### config.mk
export PLATFORM = sky130hd
export DESIGN_NAME = lmd_div
export DESIGN_NICKNAME = d
export VERILOG_FILES = /design/src/sv/lmd_pkg.sv /design/src/sv/lmd_div.sv
export SDC_FILE = /design/constraint.sdc
export NUM_CORES = 1
export LEC_CHECK = 0
export ABC_AREA = 1
export BUFFER_PORTS_ARGS = -buffer_cell sky130_fd_sc_hd__buf_4
export CAP_MARGIN = 20
export CELL_PAD_IN_SITES_DETAIL_PLACEMENT = 1
export CELL_PAD_IN_SITES_GLOBAL_PLACEMENT = 2
export CORE_ASPECT_RATIO = 1.25
export CORE_UTILIZATION = 28
export CTS_CLUSTER_SIZE = 8
export DETAILED_ROUTE_END_ITERATION = 6
export HOLD_SLACK_MARGIN = 0.03
export PLACE_DENSITY_LB_ADDON = 0.08
export SLEW_MARGIN = 5
export SYNTH_ARGS = -nofsm -noshare
export SYNTH_HDL_FRONTEND = slang
export SYNTH_SLANG_ARGS = --single-unit
### constraint.sdc
create_clock -name aclk -period 2.4 [get_ports aclk]
set_input_delay 0.36 -clock aclk [delete_from_list [all_inputs] [get_ports aclk]]
set_output_delay 0.36 -clock aclk [all_outputs]
set_load 0.005 [all_outputs]
### src/sv/lmd_pkg.sv
// Shared types, constants and lookup functions of the lagged moment difference block.
package lmd_pkg;

    localparam int NMOM      = 15;
    localparam int MAX_LAG   = 25;
    localparam int SUM_DEPTH = 2 * NMOM;
    localparam int SUM_AW    = 5;
    localparam int HIST_AW   = 5;

    typedef logic [1:0] op_t;
    localparam op_t OP_EMP = 2'd0;
    localparam op_t OP_SIM = 2'd1;
    localparam op_t OP_FIN = 2'd2;
    localparam op_t OP_RSV = 2'd3;

    typedef struct packed {
        logic [1:0]         op;
        logic signed [31:0] sample;
    } in_word_t;

    typedef struct packed {
        logic [3:0]         moment_index;
        logic signed [63:0] difference;
        logic               last;
    } out_word_t;

    typedef struct packed {
        logic               start;
        logic signed [63:0] dividend;
    } div_req_t;

    typedef struct packed {
        logic               done;
        logic signed [63:0] quotient;
    } div_resp_t;

    typedef enum logic [2:0] {
        K_SQ,
        K_LAG1,
        K_ABS,
        K_SQL,
        K_QUAD
    } kind_t;

    typedef enum logic [3:0] {
        ST_IDLE,
        ST_SQUARE,
        ST_READ,
        ST_PREP,
        ST_PP,
        ST_WRITE,
        ST_FREAD,
        ST_FSTART,
        ST_FDIV,
        ST_FEMIT
    } state_t;

    function automatic logic [4:0] mom_lag(input logic [3:0] k);
        case (k)
            4'd1, 4'd2, 4'd5:  mom_lag = 5'd1;
            4'd4, 4'd6:        mom_lag = 5'd5;
            4'd7, 4'd8:        mom_lag = 5'd10;
            4'd9, 4'd10:       mom_lag = 5'd15;
            4'd11, 4'd12:      mom_lag = 5'd20;
            4'd13, 4'd14:      mom_lag = 5'd25;
            default:           mom_lag = 5'd0;
        endcase
    endfunction

    function automatic kind_t mom_kind(input logic [3:0] k);
        case (k)
            4'd0:                                     mom_kind = K_SQ;
            4'd1:                                     mom_kind = K_LAG1;
            4'd3:                                     mom_kind = K_QUAD;
            4'd2, 4'd4, 4'd7, 4'd9, 4'd11, 4'd13:     mom_kind = K_SQL;
            default:                                  mom_kind = K_ABS;
        endcase
    endfunction

    // index of the final moment emitted for a given moment_count setting
    function automatic logic [3:0] emit_last(input logic [3:0] mc);
        if (mc < 4'd7) begin
            emit_last = 4'd3;
        end else if (mc < 4'd11) begin
            emit_last = 4'd6;
        end else if (mc < 4'd15) begin
            emit_last = 4'd10;
        end else begin
            emit_last = 4'd14;
        end
    endfunction

endpackage

### src/sv/lmd_div.sv
// Bit-serial signed divider by an unsigned count, truncating toward zero.
module lmd_div #(
    parameter int COUNT_WIDTH = 16
) (
    input  logic                    aclk,
    input  logic                    aresetn,
    input  lmd_pkg::div_req_t       req,
    input  logic [COUNT_WIDTH-1:0]  divisor,
    output lmd_pkg::div_resp_t      resp
);
    import lmd_pkg::*;

    logic                   busy_reg, busy_next;
    logic                   done_reg, done_next;
    logic                   neg_reg, neg_next;
    logic [5:0]             cnt_reg, cnt_next;
    logic [COUNT_WIDTH-1:0] rem_reg, rem_next;
    logic [COUNT_WIDTH-1:0] dvs_reg, dvs_next;
    logic [63:0]            quo_reg, quo_next;
    logic [COUNT_WIDTH:0]   trial;
    logic [COUNT_WIDTH:0]   diff;
    logic                   ge;

    always_comb begin
        trial = {rem_reg, quo_reg[63]};
        ge    = trial >= {1'b0, dvs_reg};
        diff  = trial - {1'b0, dvs_reg};
    end

    always_comb begin
        busy_next = busy_reg;
        done_next = 1'b0;
        neg_next  = neg_reg;
        cnt_next  = cnt_reg;
        rem_next  = rem_reg;
        dvs_next  = dvs_reg;
        quo_next  = quo_reg;
        if (req.start) begin
            busy_next = 1'b1;
            neg_next  = req.dividend[63];
            quo_next  = req.dividend[63] ? 64'(-req.dividend) : 64'(req.dividend);
            rem_next  = '0;
            cnt_next  = '0;
            dvs_next  = divisor;
        end else if (busy_reg) begin
            quo_next = {quo_reg[62:0], ge};
            rem_next = ge ? diff[COUNT_WIDTH-1:0] : trial[COUNT_WIDTH-1:0];
            cnt_next = cnt_reg + 6'd1;
            if (cnt_reg == 6'd63) begin
                busy_next = 1'b0;
                done_next = 1'b1;
            end
        end
    end

    always_ff @(posedge aclk) begin
        if (!aresetn) begin
            busy_reg <= 1'b0;
            done_reg <= 1'b0;
        end else begin
            busy_reg <= busy_next;
            done_reg <= done_next;
        end
        neg_reg <= neg_next;
        cnt_reg <= cnt_next;
        rem_reg <= rem_next;
        dvs_reg <= dvs_next;
        quo_reg <= quo_next;
    end

    assign resp.done     = done_reg;
    assign resp.quotient = neg_reg ? -$signed(quo_reg) : $signed(quo_reg);

endmodule

After elaboration in Yosys (flattened, before gate mapping)
Index checks and enable logic that the tools add are counted.
{"block": "totals", "regBits": 105, "inputBits": 83, "output_inout_bits": 65, "word_cells": 26}
{"block": "op_classes", "addsub": 4, "n_lt_le_gt_ge": 1, "eq_ne": 1, "muxes": 9, "n_bitwise": 2, "n_reduce_logical": 2}
{"op": "$mux W64", "n": 4}
{"op": "$neg A64 Y64", "n": 2}
{"op": "$ge A17 B16 Y1", "n": 1}
{"op": "$mux W16", "n": 1}
{"op": "$sub A16 B16 Y16", "n": 1}
{"op": "$add A6 B1 Y6 const B", "n": 1}
{"op": "$eq A6 B6 Y1 const B", "n": 1}
{"op": "$mux W1", "n": 4}
{"op": "$reduce_or A3 Y1", "n": 1}
{"op": "$not A1 Y1", "n": 2}
{"op": "$reduce_bool A2 Y1", "n": 1}

Longest topological paths before layout
Gate-level depths: netlist (run 1).
{"block": "depth", "depth_word": 4, "depth_mapped": 16, "ltp_nobuf": 14}

Least setup slack after synthesis (run 1)
Ideal clock, no wire load.
{"block": "synth_timing", "path_type": "input-to-reg", "startpoint": "in req[64] in the netlist's numbering", "endpoint": "reg quo_reg[0], enable pin", "setup_ps": 419, "arrival_time_ps": 1898, "required_time_ps": 1981, "slack_ps": 84, "path_stages": 3, "n_path_buf": 1, "path_cell_list": "buf_2 -> nor2_1 -> inv_1"}
{"block": "synth_via", "elab_chain_len": 1}
{"element": "from (decl)", "line_no": "lmd_div.sv:7", "rtl": "input lmd_pkg::div_req_t req,"}
{"element": "$reduce_bool A2 Y1 (no line)"}
{"element": "to (signal assigned)", "line_no": "lmd_div.sv:68", "rtl": "quo_reg <= quo_next;"}
{"element": "to (decl)", "line_no": "lmd_div.sv:19", "rtl": "logic [63:0] quo_reg, quo_next;"}
No other way between the ends.
A chain may end at the register's enable or synchronous reset.

==> results of run 1 <==
## stage by stage
step / cells / util [%] / setup TNS, ns / setup slack, ns
finish: 2339 / 40.4 / -6.97 / -0.275
global route: 2339 / 40.4 / -12.27 / -0.378
CTS: 2304 / 38.5 / -6.10 / -0.224
detailed placement: 2236 / 35.1 / -0.0256 / -0.0116
global placement: 2236 / 35.1 / 0 / 0.0254
floorplan: 1587 / - / 0 / 0.0837
## layer usage
metal,part of all wire [%],track usage [%],wire length [um]
met3,1.8,1.71,749
met5,0,0,0
met2,53,45.0,22400
met1,42,27.9,17700
met4,4.1,11.3,1730
## cell families (layout without fill, tap and decap cells)
| family | count (synthesis) | count (layout) | synth area share (%) |
|---|---|---|---|
| compound gates | 116 | 116 | 6.56 |
| xor+xnor | 78 | 78 | 7.04 |
| fa+ha+maj | 20 | 20 | 2.66 |
| buf+inv | 208 | 498 | 8.50 |
| flops | 105 | 105 | 30.0 |
| simple gates | 1060 | 1060 | 45.2 |
## power breakdown
part / internal (W) / switching (W) / total, W
registers: 0.00216 / 0.000168 / 0.00232
logic: 0.00102 / 0.00127 / 0.00230
clock network: 0.000715 / 0.000751 / 0.00147
total: 0.00390 / 0.00219 / 0.00609
## area by class of cell
| cell class | count | area [um^2] | share of cell area (%) |
|---|---|---|---|
| Sequential cell | 105 | 2910 | 21.3 |
| Inverter | 167 | 627 | 4.58 |
| Clock buffer | 11 | 233 | 1.70 |
| Timing Repair Buffer | 315 | 2580 | 18.8 |
| Tap cell | 462 | 578 | 4.22 |
| Multi-Input combinational cell | 1274 | 6730 | 49.1 |
| Clock inverter | 5 | 38.8 | 0.283 |
## what timing repair did
item | in CTS | in global routing
resized for setup | 144 | 97
endpoints found under the setup margin | 50 | 51
cloned | 0 | 0
pin swaps | 48 | 31
setup buffers | 54 | 36
## cell usage after synthesis
cell / number
nor3b_1: 2
nand3_1: 137
nand4_1: 29
or2_2: 4
nor2_2: 6
ha_1: 19
buf_1: 4
a21oi_1: 16
nor2_4: 4
a31oi_1: 4
dfxtp_1: 24
edfxtp_1: 81
buf_2: 11
xor2_1: 51
clkbuf_1: 21
o21bai_1: 3
a21oi_2: 1
nor2_1: 268
xnor2_1: 27
nand2_1: 572
nand3_2: 3
inv_2: 1
nor4_1: 2
nand3b_1: 11
o21ai_1: 6
buf_4: 2
o22ai_1: 1
and2_1: 1
fa_1: 1
nand2_2: 6
o21ai_2: 3
or2_0: 1
o21ai_0: 75
buf_6: 3
a22o_1: 1
o31ai_1: 1
clkinv_1: 2
o21ai_4: 1
nor3_1: 14
o211ai_1: 4
inv_1: 164
## worst paths after layout
kind	startpoint	endpoint	slack, ns	cells after the start
setup / recovery	quo_reg[5]	resp[22]	-0.27	11
hold / removal	divisor[3]	dvs_reg[3]	0.15	1
setup reg to reg	quo_reg[63]	rem_reg[12]	0.23	11
hold reg to reg	rem_reg[3]	rem_reg[3]	0.48	2
==> qor.txt, run 1 <==
largest net degree at the start of global routing: 74
CTS tree: done
number of rows in the core area: 75
Tightest Hold Check Type: input pin to register
synth top area cells: edfxtp_1, nand2_1, nor2_1, nand3_1, inv_1
type of origin of the critical path: register
crit path max fanout: 4
number of flip-flops in the largest register: 64
relative max-transition margin: 58.8%
cell area after placement: 0.0119 mm^2
fraction of final layout cells with drive strength greater than 1: 27.5%
mean instance size in the synthesized netlist: 6.11 um^2
kind of end point of the critical path: output port
Final Cell Area: 0.0137 mm^2
number of port buffers: 147
leakage: 6.13 nW
most frequent standard cell in the layout excluding fill and tap cells: nand2_1
count of different cell masters after synthesis: 41
failing checks: setup timing
sequential area share after synthesis: 30.0%
Post-DRT Antenna Nets: 0
RSZ-0062 raised after global routing: true
H-tree lvl count: 3
cell-by-cell listing of the critical path: buf_6 -> nor2_4 -> nand3_2 -> nor2_4 -> nand2_4 -> nor2_4 -> nand3_2 -> nand2_4 -> buf_6 -> xor2_4 -> buf_6
setup violators final: 47
final setup margin: -0.275 ns
effective utilization at floorplan: 28.6%
clock net sink count: 105
worst supply voltage drop on vdd: 0.377 mV
achievable clock frequency: 0.374 GHz
Vias: 11000
width of the chip: 169 um
ratio of total power to cell area: 445 mW/mm^2
Crit path buffers/inverters: 3
number of antenna repair diodes: 0
via count of the first global-routing pass: 11500
Congestion Overflow GR: 0
first-pass GRT wire length: 64500 um
root buffer cell: clkbuf_16
Syn. warnings: 0
Filler Cells Inserted: 4378
final HPWL from detailed placement: 34000 um
clock-pin slew on the worst setup and hold paths: 0.08 ns
Hold Vio Cnt, Final: 0
drt first pass iters: 4
post-synthesis instance area: 0.00970 mm^2
run status: finished, violations left
vias per inst: 4.72
critical path required time: 2.04 ns
max-slew violation total from the final report: 0
routability congestion estimate from global placement: 0.900
final hold slack: 0.155 ns
height of the chip: 210 um
kind of cell with the highest combined delay on the critical path: simple AND/OR/NAND/NOR gates
synthesized netlist net count: 1690
count of maximum capacitance violations: 0
CTS buffer count: 9
portion of synthesized cell area occupied by the leading cell type: 25.1%
Slew @ Worst Pin: 0.611 ns
skew final: 0.00665 ns
placeable core region: 0.0339 mm^2
I/O pin total: 148
count of routing violations after the opening detailed-route iteration: 430
GRT Total Usage: 24.2%
number of antenna violations at the first check in global routing: 0
CP Class: register to output port
critical-path cell with the highest stage delay: edfxtp_1
final net count: 1975
number of hold buffers added after cts: 0
clock latency at the later pin of the worst-skew pair: 0.38 ns
maximum cell stage delay along the critical path: 0.46 ns
maximum number of buffers from clock root to sink: 2
worst endpoint data arrival time: 2.31 ns
Die ar.: 0.0354 mm^2
post-route total power: 0.00609 W
area added between synthesis and finish: 41.1%
synthesized flop and latch total: 105
min Tclk post-route: 2.67 ns
number of design rule violations left after detail routing: 0
post-synthesis instance total: 1587
most frequent cells in the layout: nand2_1, buf_4, nor2_1
DRT Wirelength: 42600 um
drt wl/cell: 18.2 um
library cell occupying the most area in the post-synthesis netlist: edfxtp_1
Tcrit/Tclk final: 111%
No activity file was read; power rests on OpenSTA's default activity.
==> run 2, diff against run 1 <==
BUFFER_PORTS_ARGS = default   (was -buffer_cell sky130_fd_sc_hd__buf_4)
CAP_MARGIN = 15   (was 20)
CORE_UTILIZATION = 31   (was 28)
DONT_BUFFER_PORTS = 1   (was default)
clock period = 2.15 ns   (was 2.4 ns; I/O delays follow)
==> run 2 against run 1 <==
The run ends with DRC, setup timing left. Non-clock buffer count decreased by 55. Register-to-register slack got worse by 0.08 ns. Die area decreased by 9.6%. Clock skew increased by 0.0012 ns. Critical path depth decreased by 1. Worst setup slack got worse by 0.16 ns. Combinational power increased by 3%. Via count about the same. Final cell count decreased by 4.7%. Count of clock-buffer cells in the layout increased by 1. Global-route usage increased by 2.3 points. Clock power increased by 19%. Largest power group unchanged.
==> qor.txt, run 2 (synthesis gave the netlist of run 1 again) <==
final setup margin: -0.431 ns (-0.156 ns)
Post-DRT Antenna Nets: 0 (unchanged)
critical-path cell with the highest stage delay: edfxtp_1
fraction of final layout cells with drive strength greater than 1: 27.6% (+0.12 points)
crit path max fanout: 4 (unchanged)
DRT Wirelength: 43000 um (+1.0%)
first-pass GRT wire length: 64000 um (-0.78%)
routability congestion estimate from global placement: 0.845 (-6.1%)
Hold Crit Depth: 0 (-1)
CTS tree: done
H-tree lvl count: 3 (unchanged)
CP Class: register to output port
Tcrit/Tclk final: 120%
via count of the first global-routing pass: 11600 (+0.73%)
number of rows in the core area: 72 (-4.0%)
final net count: 1920 (-2.8%)
vias per inst: 4.95 (+4.9%)
run status: finished, violations left
worst endpoint data arrival time: 2.26 ns (-0.05 ns)
startpoint of the most critical hold path: req[64]
GRT Total Usage: 26.5% (+2.3 points)
most frequent cells in the layout: nand2_1, buf_4, nor2_1
final hold slack: 0.0506 ns (-0.104 ns)
RSZ-0062 raised after global routing: true
drt first pass iters: 7 (+3)
clock-pin slew on the worst setup and hold paths: 0.08 ns (about the same)
kind of cell with the highest combined delay on the critical path: simple AND/OR/NAND/NOR gates
Crit Reg-Reg Endpoint: rem_reg[14]
Final Cell Area: 0.0137 mm^2 (+0.24%)
Vias: 11000 (-0.027%)
setup violators final: 51 (+8.5%)
max-slew violation total from the final report: 0 (unchanged)
failing checks: DRC, setup timing
instance count after placement with tap cells included: 2145 (-4.1%)
endpoint with the worst hold slack: dvs_reg[4]
ratio of total power to cell area: 488 mW/mm^2 (+9.7%)
CTS buffer count: 9 (unchanged)
Tightest Hold Check Type: input pin to register
number of flip-flops in the largest register: 64 (unchanged)
cell count of the worst reg-to-reg path: 14 (+3)
clock net sink count: 105 (unchanged)
number of design rule violations left after detail routing: 2 (+2)
I/O pin total: 148 (unchanged)
critical path required time: 1.83 ns (-0.21 ns)
placeable core region: 0.0309 mm^2 (-8.8%)
height of the chip: 200 um (-4.9%)
min Tclk post-route: 2.58 ns
final non-filler cell total: 2229 (-4.7%)
skew final: 0.00780 ns (+0.00115 ns)
drt wl/cell: 19.3 um (+6.0%)
cell area after placement: 0.0115 mm^2 (-2.8%)
type of origin of the critical path: register
clock latency at the later pin of the worst-skew pair: 0.38 ns (about the same)
cell-by-cell listing of the critical path: nor2_2 -> nand2_2 -> nor2_4 -> nand2_2 -> nor2_2 -> nand3_2 -> nand2_4 -> nand2_4 -> xor2_4 -> buf_6
Die ar.: 0.0320 mm^2 (-9.6%)
most frequent standard cell in the layout excluding fill and tap cells: nand2_1
root buffer cell: clkbuf_16
reg-to-reg critical path startpoint: dvs_reg[11]
Congestion Overflow GR: 0 (unchanged)
maximum number of buffers from clock root to sink: 2 (unchanged)
Crit path buffers/inverters: 1 (-2)
leakage: 6.02 nW (-1.8%)
final HPWL from detailed placement: 33700 um (-1.0%)
kind of end point of the critical path: output port
setup TNS after final layout: -14.90 ns (-7.93 ns)
number of antenna violations at the first check in global routing: 0 (unchanged)
Filler Cells Inserted: 3966 (-9.4%)
count of maximum capacitance violations: 0 (unchanged)
achievable clock frequency: 0.387 GHz
number of port buffers: 0 (-100%)
area added between synthesis and finish: 41.5%
fraction of the core area covered by cells at the end of the flow: 44.4% (+4.0 points)
relative max-transition margin: 69.2% (+10 points)
largest net degree at the start of global routing: 79 (+6.8%)
maximum cell stage delay along the critical path: 0.48 ns (+0.02 ns)
slack of the worst reg-to-reg path: 0.15 ns (-0.08 ns)
Slew @ Worst Pin: 0.457 ns (-0.154 ns)
width of the chip: 160 um (-4.9%)
count of routing violations after the opening detailed-route iteration: 402 (-6.5%)
worst supply voltage drop on vdd: 0.357 mV (-5.2%)
effective utilization at floorplan: 31.4% (+2.8 points)
Hold Vio Cnt, Final: 0 (unchanged)
number of antenna repair diodes: 0 (unchanged)
run 2: metrics by stage:
step | power [W] | worst slack, ns
after floorplan | 0.00357 | 0.0109
after global placement | 0.00439 | -0.167
after detailed placement | 0.00443 | -0.159
after CTS | 0.00648 | -0.367
after global routing | 0.00702 | -0.506
final | 0.00670 | -0.431
run 2: power by group:
group	switching (W)	leakage (nW)	internal (W)
Combinational	0.00135	4.85	0.00101
Clock	0.000838	0.154	0.000913
Sequential	0.000185	1.02	0.00241
run 2: repair_timing:
action | in CTS | in global routing
hold endpoints to repair | 18 | 0
pin swaps | 47 | 86
gates cloned | 0 | 1
setup buffers | 31 | 26
endpoints found under the setup margin | 53 | 69
gates resized for setup | 148 | 179
hold buffers | 17 | 0
run 2: layout make-up:
type | instances | area [um^2] | area share [%]
inverter | 167 | 633 | 4.61
clock buffer | 12 | 272 | 1.98
timing repair buffer | 260 | 2210 | 16.1
clock inverter | 4 | 31.3 | 0.228
tap | 407 | 509 | 3.71
multi-input combinational | 1274 | 7160 | 52.2
sequential | 105 | 2910 | 21.2
run 2: how the worst max path moves through the flow:
stage	from	to	cells after the start
CTS	quo_reg[12]	resp[29]	10
global route	quo_reg[12]	resp[38]	10
detailed placement	quo_reg[10]	resp[29]	10
global placement	quo_reg[7]	resp[29]	11
finish	quo_reg[12]	resp[38]	10
floorplan	req[64]	quo_reg[0]	3
run 2: per-layer routing:
metal  routed length [um]  vias to the layer above  GRT usage, %  part of all wire, %
met4                 1860                        0          10.8                  4.3
met2                22600                      202          50.6                   53
li1                     -                     5498             -                    -
met3                 1270                       71          3.33                  2.9
met5                    0                        -             0                    0
met1                17300                     5271          29.6                   40
run 2: worst register-to-register path: stages, from the launching register on:
cell and delay (ns):
edfxtp_1 0.33, inv_1 0.05, ha_1 0.37, nand2_1 0.10, nor2_1 0.14, inv_1 0.09, nor2_1 0.13, nand2_2 0.09
nand2_2 0.14, inv_4 0.07, buf_12 0.14, buf_4 0.13, nand2_1 0.05, nand3_1 0.07, nand2_1 0.06
==> run 3, diff against run 2 <==
CORE_UTILIZATION = 35   (was 31)
clock period = 2.8 ns   (was 2.15 ns; I/O delays follow)
==> run 3 against run 2 <==
The run now ends clean. Critical path depth shrank 2. Total power shrank 34%. Global-route usage grew 0.92 points. Die area fell by 11%. Largest cell class unchanged. Wire length down 12%. Non-clock buffer count shrank 232. Clock power down 27%. Sequential power is 23% lower. Clock skew barely moved. First-iteration DRC count rose by 9.0%.
==> qor.txt, run 3 (synthesis gave the netlist of run 1 again) <==
drt first pass iters: 5 (-2)
first-pass GRT wire length: 57800 um (-9.7%)
reg-to-reg critical path startpoint: dvs_reg[8]
Filler Cells Inserted: 3632 (-8.4%)
kind of cell with the highest combined delay on the critical path: simple AND/OR/NAND/NOR gates
ratio of total power to cell area: 416 mW/mm^2 (-15%)
final HPWL from detailed placement: 31000 um (-7.9%)
critical-path cell with the highest stage delay: edfxtp_1
placeable core region: 0.0270 mm^2 (-13%)
height of the chip: 188 um (-5.8%)
Post-DRT Antenna Nets: 0 (unchanged)
critical path required time: 2.38 ns (+0.55 ns)
vias per inst: 5.15 (+3.9%)
largest net degree at the start of global routing: 80 (+1.3%)
routability congestion estimate from global placement: 0.907 (+7.3%)
number of antenna violations at the first check in global routing: 0 (unchanged)
RSZ-0062 raised after global routing: true
number of flip-flops in the largest register: 64 (unchanged)
effective utilization at floorplan: 35.9% (+4.5 points)
Slew @ Worst Pin: 0.706 ns (+0.249 ns)
number of rows in the core area: 67 (-6.9%)
Tcrit/Tclk final: 97.9%
most frequent cells in the layout: nand2_1, nor2_1, inv_1
maximum number of buffers from clock root to sink: 2 (unchanged)
Vias: 9959 (-9.8%)
setup violators final: 0 (-100%)
area added between synthesis and finish: 9.31%
achievable clock frequency: 0.365 GHz
fraction of final layout cells with drive strength greater than 1: 6.42% (-21 points)
root buffer cell: clkbuf_16
width of the chip: 151 um (-5.8%)
Congestion Overflow GR: 0 (unchanged)
I/O pin total: 148 (unchanged)
crit path max fanout: 5 (+1)
GRT Total Usage: 27.4% (+0.92 points)
cell count of the worst reg-to-reg path: 14 (unchanged)
number of port buffers: 0 (unchanged)
leakage: 4.56 nW (-24%)
cell area after placement: 0.0101 mm^2 (-13%)
DRT Wirelength: 37800 um (-12%)
number of design rule violations left after detail routing: 0 (-2)
relative max-transition margin: 52.6% (-17 points)
run status: complete, no violations
count of routing violations after the opening detailed-route iteration: 438 (+9.0%)
Hold Crit Depth: 1 (+1)
drt wl/cell: 19.5 um (+1.3%)
count of maximum capacitance violations: 0 (unchanged)
most frequent standard cell in the layout excluding fill and tap cells: nand2_1
worst supply voltage drop on vdd: 0.276 mV (-23%)
H-tree lvl count: 3 (unchanged)
Final Cell Area: 0.0106 mm^2 (-23%)
slack of the worst reg-to-reg path: 0.50 ns (+0.35 ns)
via count of the first global-routing pass: 10300 (-11%)
worst endpoint data arrival time: 2.32 ns (+0.06 ns)
clock-pin slew on the worst setup and hold paths: 0.08 ns (about the same)
cell-by-cell listing of the critical path: nor2_1 -> nand2_1 -> nor2_1 -> nand3_1 -> o21ai_2 -> nand2_1 -> nor2_4 -> xor2_1
endpoint with the worst hold slack: cnt_reg[4]
skew final: 0.00751 ns (-0.000297 ns)
number of hold buffers added after cts: 0 (-17)
CTS tree: done
startpoint of the most critical hold path: req[64]
number of antenna repair diodes: 0 (unchanged)
maximum cell stage delay along the critical path: 0.50 ns (+0.02 ns)
type of origin of the critical path: register
Tightest Hold Check Type: input pin to register
Crit Reg-Reg Endpoint: rem_reg[11]
max-slew violation total from the final report: 0 (unchanged)
kind of end point of the critical path: output port
clock net sink count: 105 (unchanged)
Crit path buffers/inverters: 0 (-1)
CP Class: register to output port
Die ar.: 0.0284 mm^2 (-11%)
final net count: 1688 (-12%)
final hold slack: 0.133 ns (+0.0822 ns)
min Tclk post-route: 2.74 ns
Hold Vio Cnt, Final: 0 (unchanged)
clock latency at the later pin of the worst-skew pair: 0.38 ns (about the same)
CTS buffer count: 9 (unchanged)
run 3: cell count changes in the layout (fill, tap and decap cells not counted), moves of 23 or more:
| cell | change |
|---|---|
| nor2_4 | -23 |
| nor2_1 | +55 |
| nor2_2 | -32 |
| buf_4 | -180 |
| buf_6 | -29 |
| nand2_1 | +55 |
| nand2_2 | -38 |
run 3: what timing repair did:
item,in CTS,in global routing
resized for setup,8,27
setup buffers,2,9
endpoints found under the setup margin,13,31
endpoints found under the hold margin,0,0
pin swaps,1,1
run 3: how the worst max path moves through the flow:
stage	to	cells past startpoint	startpoint
final	resp[43]	8	quo_reg[6]
after global routing	resp[34]	9	quo_reg[19]
after CTS	resp[44]	7	quo_reg[30]
after detailed placement	resp[44]	7	quo_reg[20]
after global placement	resp[44]	7	quo_reg[20]
after floorplan	quo_reg[0]	3	req[64]
run 3: where the power goes:
part	internal [W]	leakage (nW)	switching, W	total (W)
registers	0.00185	1.02	0.000155	0.00200
clock network	0.000627	0.136	0.000654	0.00128
logic	0.000362	3.41	0.000769	0.00113
total	0.00284	4.56	0.00158	0.00441
run 3: final cells by class:
type / count / area (um^2) / area share (%)
timing repair buffer: 28 / 235 / 2.22
clock inverter: 6 / 62.6 / 0.590
clock buffer: 10 / 229 / 2.16
inverter: 167 / 627 / 5.91
sequential: 105 / 2910 / 27.5
multi-input combinational: 1274 / 6110 / 57.6
tap: 345 / 432 / 4.07
run 3: worst register-to-register path, delay by kind of cell (launching register included):
kind / cells / cell delay (ns)
adders and majority gates: 1 / 0.33
and+or+nand+nor: 9 / 1.04
buffers and inverters: 4 / 0.50
DFF: 1 / 0.33
run 3: per-stage QoR:
stage,setup slack (ns),cells,util (%),TNS [ns],total power (W)
2_1_floorplan,0.424,1587,-,0,0.00274
3_3_place_gp,0.339,1908,37.4,0,0.00310
3_5_place_dp,0.323,1908,37.4,0,0.00311
4_1_cts,-0.00672,1926,38.6,-0.00672,0.00441
5_1_grt,-0.0336,1935,39.3,-0.165,0.00464
6_report,0.0602,1935,39.3,0,0.00441
run 3: per-layer routing:
layer | GRT usage [%] | part of all wire (%)
met4 | 14.2 | 4.9
met3 | 3.04 | 3.1
met1 | 31.6 | 42
met5 | 0 | 0
met2 | 49.0 | 50
